`config.mk`:
```
export PLATFORM = sky130hd
export DESIGN_NAME = sha256_byte_stream_hasher
export DESIGN_NICKNAME = d
export VERILOG_FILES = /design/src/hw/rtl/shabs_pkg.sv /design/src/hw/rtl/shabs_core.sv /design/src/hw/rtl/sha256_byte_stream_hasher.sv
export SDC_FILE = /design/constraint.sdc
export NUM_CORES = 2
export LEC_CHECK = 0
export BUFFER_PORTS_ARGS = -buffer_cell sky130_fd_sc_hd__buf_4
export CORE_AREA = 2 2 371 519
export CTS_BUF_LIST = sky130_fd_sc_hd__clkbuf_8
export DETAILED_ROUTE_END_ITERATION = 6
export DIE_AREA = 0 0 373 521
export REMOVE_ABC_BUFFERS = 1
export SKIP_LAST_GASP = 1
export SYNTH_ARGS = -nofsm -noshare
export SYNTH_HDL_FRONTEND = slang
export SYNTH_SLANG_ARGS = --single-unit
```
`constraint.sdc`:
```
create_clock -name aclk -period 18.05 [get_ports aclk]
set_input_delay 2.7075 -clock aclk [delete_from_list [all_inputs] [get_ports aclk]]
set_output_delay 2.7075 -clock aclk [all_outputs]
set_load 0.01 [all_outputs]
```
`src/hw/rtl/shabs_pkg.sv`:
```
// Package: shared types, constants and round functions of the SHA-256 byte-stream hasher.
`default_nettype none

package shabs_pkg;

    // Input mode codes
    localparam logic [1:0] MODE_APPEND      = 2'd0;
    localparam logic [1:0] MODE_FINISH_BYTE = 2'd1;
    localparam logic [1:0] MODE_FINISH      = 2'd2;

    localparam logic [7:0] PAD_BYTE      = 8'h80;
    localparam logic [5:0] LEN_FIELD_POS = 6'd56;
    localparam logic [5:0] LAST_BYTE_POS = 6'd63;
    localparam logic [5:0] LAST_ROUND    = 6'd63;
    localparam logic [2:0] LAST_WORD_IDX = 3'd7;
    localparam logic [63:0] BITS_PER_BYTE = 64'd8;

    // Initial chaining value, index 0 is the first digest word
    localparam logic [7:0][31:0] INIT_HASH = {
        32'h5be0cd19, 32'h1f83d9ab, 32'h9b05688c, 32'h510e527f,
        32'ha54ff53a, 32'h3c6ef372, 32'hbb67ae85, 32'h6a09e667
    };

    typedef struct packed {
        logic push;    // shift one byte into the block window
        logic load;    // copy chaining words into the working variables
        logic round;   // run one compression round
        logic update;  // fold working variables into the chaining words
        logic init;    // restore the initial chaining value
    } core_ctrl_t;

    function automatic logic [31:0] rotr(input logic [31:0] x, input int n);
        rotr = (x >> n) | (x << (32 - n));
    endfunction

    function automatic logic [31:0] big_sigma0(input logic [31:0] x);
        big_sigma0 = rotr(x, 2) ^ rotr(x, 13) ^ rotr(x, 22);
    endfunction

    function automatic logic [31:0] big_sigma1(input logic [31:0] x);
        big_sigma1 = rotr(x, 6) ^ rotr(x, 11) ^ rotr(x, 25);
    endfunction

    function automatic logic [31:0] small_sigma0(input logic [31:0] x);
        small_sigma0 = rotr(x, 7) ^ rotr(x, 18) ^ (x >> 3);
    endfunction

    function automatic logic [31:0] small_sigma1(input logic [31:0] x);
        small_sigma1 = rotr(x, 17) ^ rotr(x, 19) ^ (x >> 10);
    endfunction

    function automatic logic [31:0] round_k(input logic [5:0] r);
        case (r)
            6'd0:  round_k = 32'h428a2f98;
            6'd1:  round_k = 32'h71374491;
            6'd2:  round_k = 32'hb5c0fbcf;
            6'd3:  round_k = 32'he9b5dba5;
            6'd4:  round_k = 32'h3956c25b;
            6'd5:  round_k = 32'h59f111f1;
            6'd6:  round_k = 32'h923f82a4;
            6'd7:  round_k = 32'hab1c5ed5;
            6'd8:  round_k = 32'hd807aa98;
            6'd9:  round_k = 32'h12835b01;
            6'd10: round_k = 32'h243185be;
            6'd11: round_k = 32'h550c7dc3;
            6'd12: round_k = 32'h72be5d74;
            6'd13: round_k = 32'h80deb1fe;
            6'd14: round_k = 32'h9bdc06a7;
            6'd15: round_k = 32'hc19bf174;
            6'd16: round_k = 32'he49b69c1;
            6'd17: round_k = 32'hefbe4786;
            6'd18: round_k = 32'h0fc19dc6;
            6'd19: round_k = 32'h240ca1cc;
            6'd20: round_k = 32'h2de92c6f;
            6'd21: round_k = 32'h4a7484aa;
            6'd22: round_k = 32'h5cb0a9dc;
            6'd23: round_k = 32'h76f988da;
            6'd24: round_k = 32'h983e5152;
            6'd25: round_k = 32'ha831c66d;
            6'd26: round_k = 32'hb00327c8;
            6'd27: round_k = 32'hbf597fc7;
            6'd28: round_k = 32'hc6e00bf3;
            6'd29: round_k = 32'hd5a79147;
            6'd30: round_k = 32'h06ca6351;
            6'd31: round_k = 32'h14292967;
            6'd32: round_k = 32'h27b70a85;
            6'd33: round_k = 32'h2e1b2138;
            6'd34: round_k = 32'h4d2c6dfc;
            6'd35: round_k = 32'h53380d13;
            6'd36: round_k = 32'h650a7354;
            6'd37: round_k = 32'h766a0abb;
            6'd38: round_k = 32'h81c2c92e;
            6'd39: round_k = 32'h92722c85;
            6'd40: round_k = 32'ha2bfe8a1;
            6'd41: round_k = 32'ha81a664b;
            6'd42: round_k = 32'hc24b8b70;
            6'd43: round_k = 32'hc76c51a3;
            6'd44: round_k = 32'hd192e819;
            6'd45: round_k = 32'hd6990624;
            6'd46: round_k = 32'hf40e3585;
            6'd47: round_k = 32'h106aa070;
            6'd48: round_k = 32'h19a4c116;
            6'd49: round_k = 32'h1e376c08;
            6'd50: round_k = 32'h2748774c;
            6'd51: round_k = 32'h34b0bcb5;
            6'd52: round_k = 32'h391c0cb3;
            6'd53: round_k = 32'h4ed8aa4a;
            6'd54: round_k = 32'h5b9cca4f;
            6'd55: round_k = 32'h682e6ff3;
            6'd56: round_k = 32'h748f82ee;
            6'd57: round_k = 32'h78a5636f;
            6'd58: round_k = 32'h84c87814;
            6'd59: round_k = 32'h8cc70208;
            6'd60: round_k = 32'h90befffa;
            6'd61: round_k = 32'ha4506ceb;
            6'd62: round_k = 32'hbef9a3f7;
            6'd63: round_k = 32'hc67178f2;
            default: round_k = 32'h0;
        endcase
    endfunction

endpackage

`default_nettype wire

```
`src/hw/rtl/shabs_core.sv`:
```
// Round unit: block window, message schedule, working variables and chaining words.
`default_nettype none

module shabs_core
    import shabs_pkg::*;
(
    input  wire logic        aclk,
    input  wire logic        aresetn,
    input  wire core_ctrl_t  ctrl,
    input  wire logic [7:0]  push_byte,
    input  wire logic [5:0]  round_idx,
    input  wire logic [2:0]  word_sel,
    output logic [31:0]      digest_word
);

    // win_reg[15] holds the oldest word of the window
    logic [15:0][31:0] win_reg, win_next;
    logic [7:0][31:0]  v_reg, v_next;
    logic [7:0][31:0]  ch_reg, ch_next;
    logic [511:0]      win_flat;
    logic [31:0]       w_cur, w_new, t1, t2;

    assign win_flat = win_reg;
    assign w_cur    = win_reg[15];
    assign w_new    = small_sigma1(win_reg[1]) + win_reg[6]
                    + small_sigma0(win_reg[14]) + win_reg[15];
    assign t1 = v_reg[7] + big_sigma1(v_reg[4])
              + ((v_reg[4] & v_reg[5]) ^ (~v_reg[4] & v_reg[6]))
              + round_k(round_idx) + w_cur;
    assign t2 = big_sigma0(v_reg[0])
              + ((v_reg[0] & v_reg[1]) ^ (v_reg[0] & v_reg[2]) ^ (v_reg[1] & v_reg[2]));

    always_comb begin
        win_next = win_reg;
        if (ctrl.push) begin
            win_next = {win_flat[503:0], push_byte};
        end else if (ctrl.round) begin
            win_next = {win_flat[479:0], w_new};
        end
    end

    always_comb begin
        v_next = v_reg;
        if (ctrl.load) begin
            v_next = ch_reg;
        end else if (ctrl.round) begin
            v_next[0] = t1 + t2;
            v_next[1] = v_reg[0];
            v_next[2] = v_reg[1];
            v_next[3] = v_reg[2];
            v_next[4] = v_reg[3] + t1;
            v_next[5] = v_reg[4];
            v_next[6] = v_reg[5];
            v_next[7] = v_reg[6];
        end
    end

    always_comb begin
        ch_next = ch_reg;
        if (ctrl.init) begin
            ch_next = INIT_HASH;
        end else if (ctrl.update) begin
            for (int j = 0; j < 8; j++) begin
                ch_next[j] = ch_reg[j] + v_reg[j];
            end
        end
    end

    always_ff @(posedge aclk) begin
        if (!aresetn) begin
            ch_reg <= INIT_HASH;
        end else begin
            ch_reg <= ch_next;
        end
    end

    always_ff @(posedge aclk) begin
        win_reg <= win_next;
        v_reg   <= v_next;
    end

    assign digest_word = ch_reg[word_sel];

endmodule

`default_nettype wire

```
`src/hw/rtl/sha256_byte_stream_hasher.sv`:
```
// Top level: byte intake, padding sequencer and digest output of the SHA-256 hasher.
// Intake: a plain byte that does not fill a block leaves s_ready high; a byte that fills
//   the 64-byte block starts a load, 64 rounds and an update before s_ready returns.
// Rounds run one per cycle; no new byte is taken while a block is being compressed.
// Finish: one pad byte per cycle up to the block end, one or two compressions, then
//   8 digest beats at one per cycle while m_ready is high.
// Reset: aresetn synchronous, active low; restores the initial chaining value and clears
//   the byte and bit counters. No clearing pass is needed.
`default_nettype none

module sha256_byte_stream_hasher
    import shabs_pkg::*;
(
    input  wire logic        aclk,
    input  wire logic        aresetn,
    input  wire logic        s_valid,
    output logic             s_ready,
    input  wire logic [7:0]  s_message_byte,
    input  wire logic [1:0]  s_mode,
    output logic             m_valid,
    input  wire logic        m_ready,
    output logic [31:0]      m_digest_word,
    output logic [2:0]       m_word_index,
    output logic             m_last_word
);

    typedef enum logic [2:0] {
        ST_IDLE,
        ST_PAD,
        ST_ROUND,
        ST_UPDATE,
        ST_OUT
    } state_t;

    state_t      state_reg, state_next;
    logic [5:0]  bytes_reg, bytes_next;
    logic [63:0] bits_reg, bits_next;
    logic        finish_reg, finish_next;
    logic        sent80_reg, sent80_next;
    logic        pad_done_reg, pad_done_next;
    logic [2:0]  len_idx_reg, len_idx_next;
    logic [5:0]  round_reg, round_next;
    logic [2:0]  out_idx_reg, out_idx_next;

    core_ctrl_t  ctrl;
    logic [7:0]  push_byte;
    logic [5:0]  len_shift;
    logic [63:0] len_word;
    logic        is_finish;

    // Length bytes go out most significant first
    assign len_shift = {~len_idx_reg, 3'b000};
    assign len_word  = bits_reg >> len_shift;
    assign is_finish = (s_mode == MODE_FINISH_BYTE) || (s_mode == MODE_FINISH);

    always_comb begin
        state_next    = state_reg;
        bytes_next    = bytes_reg;
        bits_next     = bits_reg;
        finish_next   = finish_reg;
        sent80_next   = sent80_reg;
        pad_done_next = pad_done_reg;
        len_idx_next  = len_idx_reg;
        round_next    = round_reg;
        out_idx_next  = out_idx_reg;
        ctrl          = '0;
        push_byte     = s_message_byte;

        case (state_reg)
            ST_IDLE: begin
                if (s_valid) begin
                    finish_next   = is_finish;
                    sent80_next   = 1'b0;
                    pad_done_next = 1'b0;
                    len_idx_next  = 3'd0;
                    if (s_mode != MODE_FINISH) begin
                        ctrl.push  = 1'b1;
                        bytes_next = bytes_reg + 6'd1;
                        bits_next  = bits_reg + BITS_PER_BYTE;
                    end
                    if (ctrl.push && bytes_reg == LAST_BYTE_POS) begin
                        // block full: start a compression
                        ctrl.load  = 1'b1;
                        round_next = 6'd0;
                        state_next = ST_ROUND;
                    end else if (is_finish) begin
                        state_next = ST_PAD;
                    end
                end
            end

            ST_PAD: begin
                ctrl.push  = 1'b1;
                bytes_next = bytes_reg + 6'd1;
                if (!sent80_reg) begin
                    push_byte   = PAD_BYTE;
                    sent80_next = 1'b1;
                end else if (bytes_reg == LEN_FIELD_POS || len_idx_reg != 3'd0) begin
                    // length field: eight bytes, once started always run to the end
                    push_byte    = len_word[7:0];
                    len_idx_next = len_idx_reg + 3'd1;
                    if (len_idx_reg == LAST_WORD_IDX) begin
                        pad_done_next = 1'b1;
                    end
                end else begin
                    push_byte = 8'h00;
                end
                if (bytes_reg == LAST_BYTE_POS) begin
                    ctrl.load  = 1'b1;
                    round_next = 6'd0;
                    state_next = ST_ROUND;
                end
            end

            ST_ROUND: begin
                ctrl.round = 1'b1;
                round_next = round_reg + 6'd1;
                if (round_reg == LAST_ROUND) begin
                    state_next = ST_UPDATE;
                end
            end

            ST_UPDATE: begin
                ctrl.update = 1'b1;
                if (!finish_reg) begin
                    state_next = ST_IDLE;
                end else if (pad_done_reg) begin
                    out_idx_next = 3'd0;
                    state_next   = ST_OUT;
                end else begin
                    state_next = ST_PAD;
                end
            end

            ST_OUT: begin
                if (m_ready) begin
                    out_idx_next = out_idx_reg + 3'd1;
                    if (out_idx_reg == LAST_WORD_IDX) begin
                        // digest delivered: start a fresh message
                        ctrl.init   = 1'b1;
                        bytes_next  = 6'd0;
                        bits_next   = 64'd0;
                        finish_next = 1'b0;
                        state_next  = ST_IDLE;
                    end
                end
            end

            default: begin
                state_next = ST_IDLE;
            end
        endcase
    end

    always_ff @(posedge aclk) begin
        if (!aresetn) begin
            state_reg    <= ST_IDLE;
            bytes_reg    <= 6'd0;
            bits_reg     <= 64'd0;
            finish_reg   <= 1'b0;
            sent80_reg   <= 1'b0;
            pad_done_reg <= 1'b0;
            len_idx_reg  <= 3'd0;
            round_reg    <= 6'd0;
            out_idx_reg  <= 3'd0;
        end else begin
            state_reg    <= state_next;
            bytes_reg    <= bytes_next;
            bits_reg     <= bits_next;
            finish_reg   <= finish_next;
            sent80_reg   <= sent80_next;
            pad_done_reg <= pad_done_next;
            len_idx_reg  <= len_idx_next;
            round_reg    <= round_next;
            out_idx_reg  <= out_idx_next;
        end
    end

    shabs_core u_core (
        .aclk        (aclk),
        .aresetn     (aresetn),
        .ctrl        (ctrl),
        .push_byte   (push_byte),
        .round_idx   (round_reg),
        .word_sel    (out_idx_reg),
        .digest_word (m_digest_word)
    );

    // Outputs come straight from registers: hold them while a beat is stalled
    assign s_ready      = (state_reg == ST_IDLE);
    assign m_valid      = (state_reg == ST_OUT);
    assign m_word_index = out_idx_reg;
    assign m_last_word  = (out_idx_reg == LAST_WORD_IDX);

endmodule

`default_nettype wire

```
==> metrics.txt <==
outcome finished clean; Worst Setup Start Kind flip-flop; Total Neg Setup Slack 0 ns; Most used DFF post-synth edfxtp_1; Non-Filler Instances 11.0k; CTS root buffer clkbuf_8; first-pass GRT wire length around 380 mm; DP HPWL ~190 mm; die height 521 µm; final hold vios 0; PD cells 147 mW/mm²; Largest stage delay, worst path approximately 0.56 ns; vias post-DR 61.4k; Slew Limit Fails 0; power consumption about 12 mW; met1 Resource Use GR 29.1%; Initial Util 39.8%; register area share after synthesis 40.4%; CTS max path bufs 3; port bufs 51; ratio of cells with drive above 1 in the final layout 6.76%; f_max 111 MHz; WP data required 18.76 ns; vias per inst 5.58; Initial DRC Count 5119; met2 GRT Util about 46%; HP Class reg2reg; multi-input logic area 0.0419 mm²; CTS tree done; most frequent cells in the layout 2569 x nand2_1, 768 x edfxtp_1, 560 x a21oi_1, 411 x inv_1, 401 x xnor2_1; Reg2Reg Setup Slack between 9 and 10 ns; Mapped Area 0.0755 mm²; final WL around 250 mm; leakage 34.4 nW; clk slew on worst S/H paths 0.07 ns; routed length per instance 23.2 µm; Layout Skew 0.0578 ns; leading cell type in the layout, fill and taps excluded nand2_1; CTS Buf Count 194; vias in the first global route 61.2k; crit path kind reg2reg; GRT Total Usage between 20% and 30%; largest net degree at the start of global routing about 230; min-delay src u_core.ch_reg[177]; Die X 373 µm; DRC 0; synthesized instance count between 8k and 9k; initial antenna violation count 9; hold_buf cts 0; CTS sink count 1141; clk_lat worst skew 1.00 ns; H-tree Lvls 4; post-CTS setup buffers 0; Final min period 9.01 ns; synth-to-layout area growth 8.43%; max reg flops 480; fillcell total between 15k and 20k; cell class contributing the biggest share of worst-path delay compound AO/OA/AOI/OAI gates; GR Overflow Total 0; Most Used Layer, Global Route met2; CP max-delay cell edfxtp_1; worst path buffer plus inverter count 1; RSZ-0062 raised after global routing no; CP startpoint u_core.v_reg[140]; Worst EP arrival 9.71 ns; synth unique cells 92; yosys warns 0; Mapped Avg Cell Area between 8 and 9 µm²; DIE AREA between 0.15 and 0.2 mm²; Post-DRT Antenna Nets 0; core area 0.189 mm²; #FFs+latches synth 1141; routability congestion estimate from global placement between 0.9 and 1; DP Cell Count 10.6k; number of gates resized after cts 0; layout net count 8954; Max FO, Critical Path 6; maxcap violations 0; slew at the pin closest to its max-slew limit between 1 and 1.5 ns; CP Capture Type flip-flop; cell repeated most along the worst path fa_1; Slew headroom about a fifth; final period utilization 49.9%; Boundary Pins 52; Async SR Flop Fraction 0%; Worst VDD drop 0.218 mV; Final setup viols 0; register area 0.0305 mm²; first-pass detailed-route iteration total 5; num rows 189; GR Util met3 between 3 and 4%; EDFF count, synth 768; worst r2r src u_core.v_reg[140]
[tightest hold or removal path: cells and delay by family, from the launching register on]
kind	cells	cell delay, ns
compound gates	1	0.05
simple gates	1	0.06
flops	1	0.33
[metrics by stage]
step                hold slack [ns]  utilization [%]  setup WS (ns)  area (µm²)
global route                  0.504             43.2           8.48       81800
CTS                           0.491             43.2           9.00       81800
detailed placement            0.482             41.1           9.05       77900
finish                        0.486             43.2           9.04       81800
global placement              0.468             41.1           9.05       77900
floorplan                     0.453                -         -72.11       73600
[cell type report]
class,instances,share of cell area [%]
antenna,5,0.0153
clock buffer,215,3.62
clock inverter,150,1.16
inverter,349,1.61
multi-input combinational,6531,51.1
sequential,1141,37.3
tap,2483,3.80
timing repair buffer,130,1.35
[cell usage after synthesis (53+ instances only)]
master | instances | area (µm²)
o21ai_0 | 380 | 1900
nor3_1 | 70 | 350
mux4_2 | 78 | 1760
a21oi_1 | 560 | 2800
nand2_1 | 2573 | 9660
clkbuf_1 | 439 | 1650
a21o_1 | 164 | 1230
xor2_1 | 199 | 1740
nand3_1 | 105 | 526
o211ai_1 | 108 | 811
nor2b_1 | 54 | 338
inv_1 | 343 | 1290
xnor2_1 | 401 | 3510
a211oi_1 | 64 | 480
fa_1 | 195 | 3900
edfxtp_1 | 768 | 23100
dfxtp_1 | 373 | 7470
or3_1 | 53 | 332
nor2_1 | 355 | 1330
nand2b_1 | 70 | 438
ha_1 | 398 | 4980
[logic make-up after synthesis]
group / count (synthesis) / share of synthesized area (%)
AOI/OAI and AO/OA: 1693 / 14.0
xor gates and xnor gates: 601 / 6.98
adders and majority gates: 615 / 12.1
buffers and inverters: 836 / 4.20
DFF: 1141 / 40.4
muxes: 158 / 3.45
and+or+nand+nor: 3464 / 18.8
[path summary, 6_finish.rpt]
| kind | endpoint | depth (start not counted) |
|---|---|---|
| worst min register to register | u_core.ch_reg[177] | 2 |
| worst min-delay path | u_core.ch_reg[177] | 2 |
| worst max register to register | u_core.v_reg[30] | 30 |
| worst max-delay path | u_core.v_reg[30] | 30 |
[power breakdown]
group	internal [mW]	switching, mW
logic	2.37	3.48
clock network	1.21	1.21
registers	3.42	0.352
total	7.00	5.04
[per-layer routing]
| layer | vias up | part of all wire [%] |
|---|---|---|
| li1 | 29000 | - |
| met1 | 30000 | 38 |
| met2 | 1801 | 50 |
| met3 | 619 | 4.4 |
| met4 | 0 | 6.8 |
| met5 | - | 0 |
No activity file was read; power rests on OpenSTA's default activity.
